[src/e2q_pkg.sv]
package e2q_pkg;

	localparam int Iters = 24;
	localparam int Cw = 34;

	localparam logic signed [Cw-1:0] PiQ30     = 34'sd3373259426;
	localparam logic signed [Cw-1:0] HalfPiQ30 = 34'sd1686629713;
	localparam logic signed [Cw-1:0] GainQ30   = 34'sd652032874;
	localparam logic signed [Cw-1:0] RndQ30    = 34'sd536870912;
	localparam logic signed [17:0]   Q14Max    = 18'sd16384;

	typedef logic signed [Cw-1:0] cw_t;

	typedef struct packed {
		logic signed [Cw-1:0] x;
		logic signed [Cw-1:0] y;
		logic signed [Cw-1:0] z;
		logic                 neg;
	} cstate_t;

	function automatic cw_t atan_q30(input logic [4:0] i);
		cw_t t;
		unique case (i)
			5'd0:  t = 34'sh3243F6A8;
			5'd1:  t = 34'sh1DAC6705;
			5'd2:  t = 34'sh0FADBAFC;
			5'd3:  t = 34'sh07F56EA6;
			5'd4:  t = 34'sh03FEAB76;
			5'd5:  t = 34'sh01FFD55B;
			5'd6:  t = 34'sh00FFFAAA;
			5'd7:  t = 34'sh007FFF55;
			5'd8:  t = 34'sh003FFFEA;
			5'd9:  t = 34'sh001FFFFD;
			5'd10: t = 34'sh000FFFFF;
			5'd11: t = 34'sh0007FFFF;
			5'd12: t = 34'sh0003FFFF;
			5'd13: t = 34'sh0001FFFF;
			5'd14: t = 34'sh0000FFFF;
			5'd15: t = 34'sh00007FFF;
			5'd16: t = 34'sh00003FFF;
			5'd17: t = 34'sh00001FFF;
			5'd18: t = 34'sh00000FFF;
			5'd19: t = 34'sh000007FF;
			5'd20: t = 34'sh000003FF;
			5'd21: t = 34'sh000001FF;
			5'd22: t = 34'sh000000FF;
			5'd23: t = 34'sh0000007F;
			default: t = '0;
		endcase
		return t;
	endfunction

endpackage

[src/e2q_mul.sv]
// Registered Q30 multiply, rounding half up.
module e2q_mul (
	input  logic                          clk,
	input  logic                          en,
	input  logic signed [e2q_pkg::Cw-1:0] a,
	input  logic signed [e2q_pkg::Cw-1:0] b,
	output logic signed [e2q_pkg::Cw-1:0] p_q
);
	logic signed [2*e2q_pkg::Cw-1:0] full;
	assign full = a * b + (2*e2q_pkg::Cw)'(e2q_pkg::RndQ30);
	always_ff @(posedge clk) begin
		if (en) p_q <= e2q_pkg::Cw'(full >>> 30);
	end
endmodule

[config.mk]
export PLATFORM = sky130hd
export DESIGN_NAME = e2q_mul
export DESIGN_NICKNAME = d
export VERILOG_FILES = /design/src/e2q_pkg.sv /design/src/e2q_mul.sv
export SDC_FILE = /design/constraint.sdc
export NUM_CORES = 2
export LEC_CHECK = 0
export BUFFER_PORTS_ARGS = -buffer_cell sky130_fd_sc_hd__buf_2
export CORE_MARGIN = 1
export CORE_UTILIZATION = 55
export CTS_BUF_LIST = sky130_fd_sc_hd__clkbuf_4 sky130_fd_sc_hd__clkbuf_8 sky130_fd_sc_hd__clkbuf_16
export DETAILED_ROUTE_END_ITERATION = 7
export PLACE_DENSITY = 0.8
export SYNTH_ARGS = -nofsm -noshare
export SYNTH_HDL_FRONTEND = slang
export SYNTH_SLANG_ARGS = --single-unit
[constraint.sdc]
create_clock -name clk -period 19.6 [get_ports clk]
set_input_delay 4.9 -clock clk [delete_from_list [all_inputs] [get_ports clk]]
set_output_delay 4.9 -clock clk [all_outputs]
set_load 0.1 [all_outputs]
; ---- Yosys cells after proc, flatten, opt, wreduce, memory -nomap -nowiden
; Index checks and enable logic that the tools add are counted.
[op_classes]
n_addsub = 1
multipliers = 1
[op_table]
columns = op, n
row1 = $add A64 B31 Y64 const B, 1
row2 = $mul A34 B34 Y64, 1
[word_totals]
regBits = 34
input_bits = 70
out_inout_bits = 34
word_cells = 3

; ---- Longest topological paths before layout
[logic_depth]
ltp_word = 2
ltp_mapped = 31
depth_no_buf = 29

; ---- Worst setup path before layout
; Ideal clock, no wire load.
[synth_path]
path_kind = input -> register
from = in a[33] in the netlist's numbering
to = reg p_q[33] in the netlist's numbering, data pin
setup_time_ns = 0.138
arrival_ns = 11.891
t_required_ns = 19.462
slack_ns = 7.571
cell_stages = 22
path_buffers = 1
cell_sequence = buf_1 -> nand2_1 -> inv_1 -> fa_1 -> fa_1 -> fa_1 -> inv_1 -> fa_1 -> inv_1 -> fa_1 -> fa_1 -> fa_1 -> fa_1 -> ha_1 -> a21o_1 -> a21o_1 -> a21oi_1 -> inv_1 -> a31oi_1 -> o21ai_2 -> or4_1 -> nand4_1
[synth_between]
elab_chain_len = 2
[synth_lines]
columns = item, line_no
row1 = start: declaration, e2q_mul.sv:5  ; input logic signed [e2q_pkg::Cw-1:0] a,
row2 = $mul A34 B34 Y64, e2q_mul.sv:10  ; assign full = a * b + (2*e2q_pkg::Cw)'(e2q_pkg::RndQ30);
row3 = $add A64 B31 Y64, e2q_mul.sv:10
row4 = "net full, one bit", e2q_mul.sv:9  ; logic signed [2*e2q_pkg::Cw-1:0] full;
row5 = end signal: assignment, e2q_mul.sv:12  ; if (en) p_q <= e2q_pkg::Cw'(full >>> 30);
row6 = end: declaration, e2q_mul.sv:7  ; output logic signed [e2q_pkg::Cw-1:0] p_q
; The timed path passes the listed nets, and every way through them passes these cells.
; A chain may end at the register's enable or synchronous reset.

; ---- Final worst setup path
[layout_path]
from = in b[11] in the netlist's numbering
to = reg p_q[28] in the netlist's numbering, data pin
[layout_between]
elab_chain_len = 2
[layout_lines]
columns = item, line_no
row1 = start: declaration, e2q_mul.sv:6  ; input logic signed [e2q_pkg::Cw-1:0] b,
row2 = $mul A34 B34 Y64, e2q_mul.sv:10
row3 = $add A64 B31 Y64, e2q_mul.sv:10
row4 = "net full, one bit", e2q_mul.sv:9
; The timed path passes the listed nets, and every way through them passes these cells.

==> run_results.csv <==
group,metric,value,unit
placement,placed_area,41200,um^2
layout,drive_above_1_share,3.21,%
global_route,antenna_found_initial,13,
setup_path,slowest_delay,720,ps
detailed_routing,first_iter_violations,2179,
setup_path,crit_path_max_fanout,34,
hold_path,hp-class,"input pin to flop",
global_route,grt_pass1_vias,31900,
logic_synthesis,synthFlopType,"edfxtp_1",
clock_network,root_buffer,"clkbuf_16",
setup_path,worst_setup_path_end_kind,"flop",
die,initial_core_util,55.9,%
setup_path,worstPathRequired,19650,ps
logic_synthesis,ys_seq_area_share,2.54,%
detailed_routing,drt-vias-per-instance,5.53,
global_route,grt_max_degree,36,
logic_synthesis,syn_inst,4245,
detailed_routing,wl_per_cell,20.7,um
clock_network,clk_pin_slew_worst_paths,60,ps
clock_network,numCtsBuffers,5,
logic_synthesis,yosysTopAreaCellShare,59.3,%
setup_path,cp_common_cell,"fa_1",
clock_network,postCtsSetupBuffers,0,
layout,n_fill_cell,6000,
global_route,grt_pass1_wl,174000,um
global_route,grtUsageTotal,30.7,%
timing,hold_violations,0,
clock_network,cts_tree,"done",
logic_synthesis,ys_warn_count,0,
layout,fin_cells,5101,
setup_path,crit_arrival,13300,ps
setup_path,slowest_stage,"buf_2",
detailed_routing,antenna_left,0,
logic_synthesis,yosys-top-cells-count,"1192 x fa_1, 1157 x inv_1, 591 x and2_1",
timing,maxSlewHeadroom,25.5,%
layout,reg.largest.list,"p_q: 34 flops",
layout,largest_reg_flops,34,
logic_synthesis,ys_async_sr_fraction,0,%
timing,rsz0062_at_grt,"false",
die,dieArea,74300,um^2
clock_network,cts.sinks,34,
timing,worstMarginPinSlew,1110,ps
logic_synthesis,syn_nets,5700,
detailed_routing,dr.pass1.iters,8,
clock_network,cts-htree-levels,2,
hold_path,min_path_cells,1,
die,rows,98,
logic_synthesis,ys_types,55,
logic_synthesis,synthTopCellsByArea,"fa_1 59%, inv_1 11%, and2_1 9.2%",
logic_synthesis,synth_most_common_cell,"fa_1",
detailed_routing,via_count,28200,
timing,fmax,0.0755,GHz
logic_synthesis,syn_area,40200,um^2
logic_synthesis,syn_area_per_cell,9.48,um^2
timing,final_max_slew_viol_count,0,
die,num_io_pins,104,
placement,place.gp.congestion,0.948,
clock_network,holdBufCountCts,0,
placement,port-buffer-count,103,
layout,final_area,41400,um^2
layout,top_register,"p_q",
die,core_region_area,72000,um^2
timing,post-route-min-period,13250,ps
logic_synthesis,ys_seq_elements,34,
detailed_routing,drcViolationCount,0,
timing,finalSetupTns,0,ps
detailed_routing,wl,106000,um
job,drv_cap,0,
logic_synthesis,synth-edff-count,34,
timing,setup-violations-final,0,
logic_synthesis,synth_top_cell_by_area,"fa_1",
die,die_w,272,um
placement,place_inst,5087,
clock_network,post_cts_resized,0,
setup_path,worstSetupStartpointType,"input pin",
setup_path,critPathKind,"input pin to flop",
die,die_h,272,um
layout,final_nets,5599,
timing,period_share,67.6,%
layout,syn2layout_area_growth,2.78,%
placement,hpwl,84900,um
clock_network,cts_buffer_depth,2,
run_status,outcome,"finished clean",
global_route,overflow,0,
==> kinds of logic after synthesis <==
logic type	Yosys count	share of synthesized area, %
adders and majority gates	1385	65.3
and+or+nand+nor	1247	15.7
buffers and inverters	1375	12.8
AOI/OAI and AO/OA	143	2.34
xor gates and xnor gates	61	1.33
DFF	34	2.54
==> metal layers <==
metal	vias up	global-route usage [%]	part of all wire, %
met5	-	0	0.095
met4	16	12.4	4.6
met3	329	8.49	12
met2	1684	48.1	46
met1	14500	40.6	37
li1	11700	-	-
==> worst max-delay path, delay by kind of cell <==
kind | cells | cell delay, ps
xor gates and xnor gates | 1 | 100
buffers and inverters | 6 | 1030
and+or+nand+nor | 6 | 1570
adders and majority gates | 9 | 4500
AOI/OAI and AO/OA | 4 | 1160
==> layout make-up <==
class | instances | area (um^2) | share of cell area (%)
Timing Repair Buffer | 109 | 561 | 1.36
Clock buffer | 6 | 133 | 0.321
Multi-Input combinational cell | 2836 | 34100 | 82.3
Sequential cell | 34 | 1020 | 2.47
Antenna cell | 6 | 15.0 | 0.0363
Inverter | 1158 | 4350 | 10.5
Tap cell | 950 | 1190 | 2.87
Clock inverter | 2 | 37.5 | 0.0908
==> per-stage QoR <==
| stage | worst slack [ps] | utilization [%] | hold WS (ps) |
|---|---|---|---|
| floorplan | 7570 | - | 5010 |
| global placement | 6240 | 57.2 | 5530 |
| detailed placement | 6220 | 57.2 | 5520 |
| CTS | 6500 | 57.4 | 5260 |
| global route | 6170 | 57.4 | 5280 |
| finish | 6350 | 57.5 | 5230 |
==> layout by cell type, fill, tap and decap left out, drive strengths merged, types with 2 or more instances in the layout <==
cell    Yosys  routed
fa       1192    1192
inv      1158    1158
and2      591     591
nand2     552     552
ha        193     193
buf         2     109
a21oi      51      51
xnor2      42      42
nor2       41      41
edfxtp     34      34
o21ai      29      29
a21o       22      22
nand4      19      19
xor2       19      19
nand3      12      12
nor3        9       9
nand2b      8       8
a211oi      8       8
o21bai      7       7
diode       0       6
clkbuf    215       6
a31oi       5       5
nor2b       4       4
o21a        4       4
and3        3       3
o211ai      3       3
o31ai       2       2
or4         2       2
nor4        2       2
or2         2       2
a41oi       2       2
==> final timing paths <==
kind / from / to / slack (ps)
max: b[11] / p_q[28] / 6350
min: en / p_q[29] / 5230
Power is not shown: default switching activity piles up to over one toggle a cycle in this logic, so the estimate is an artifact.
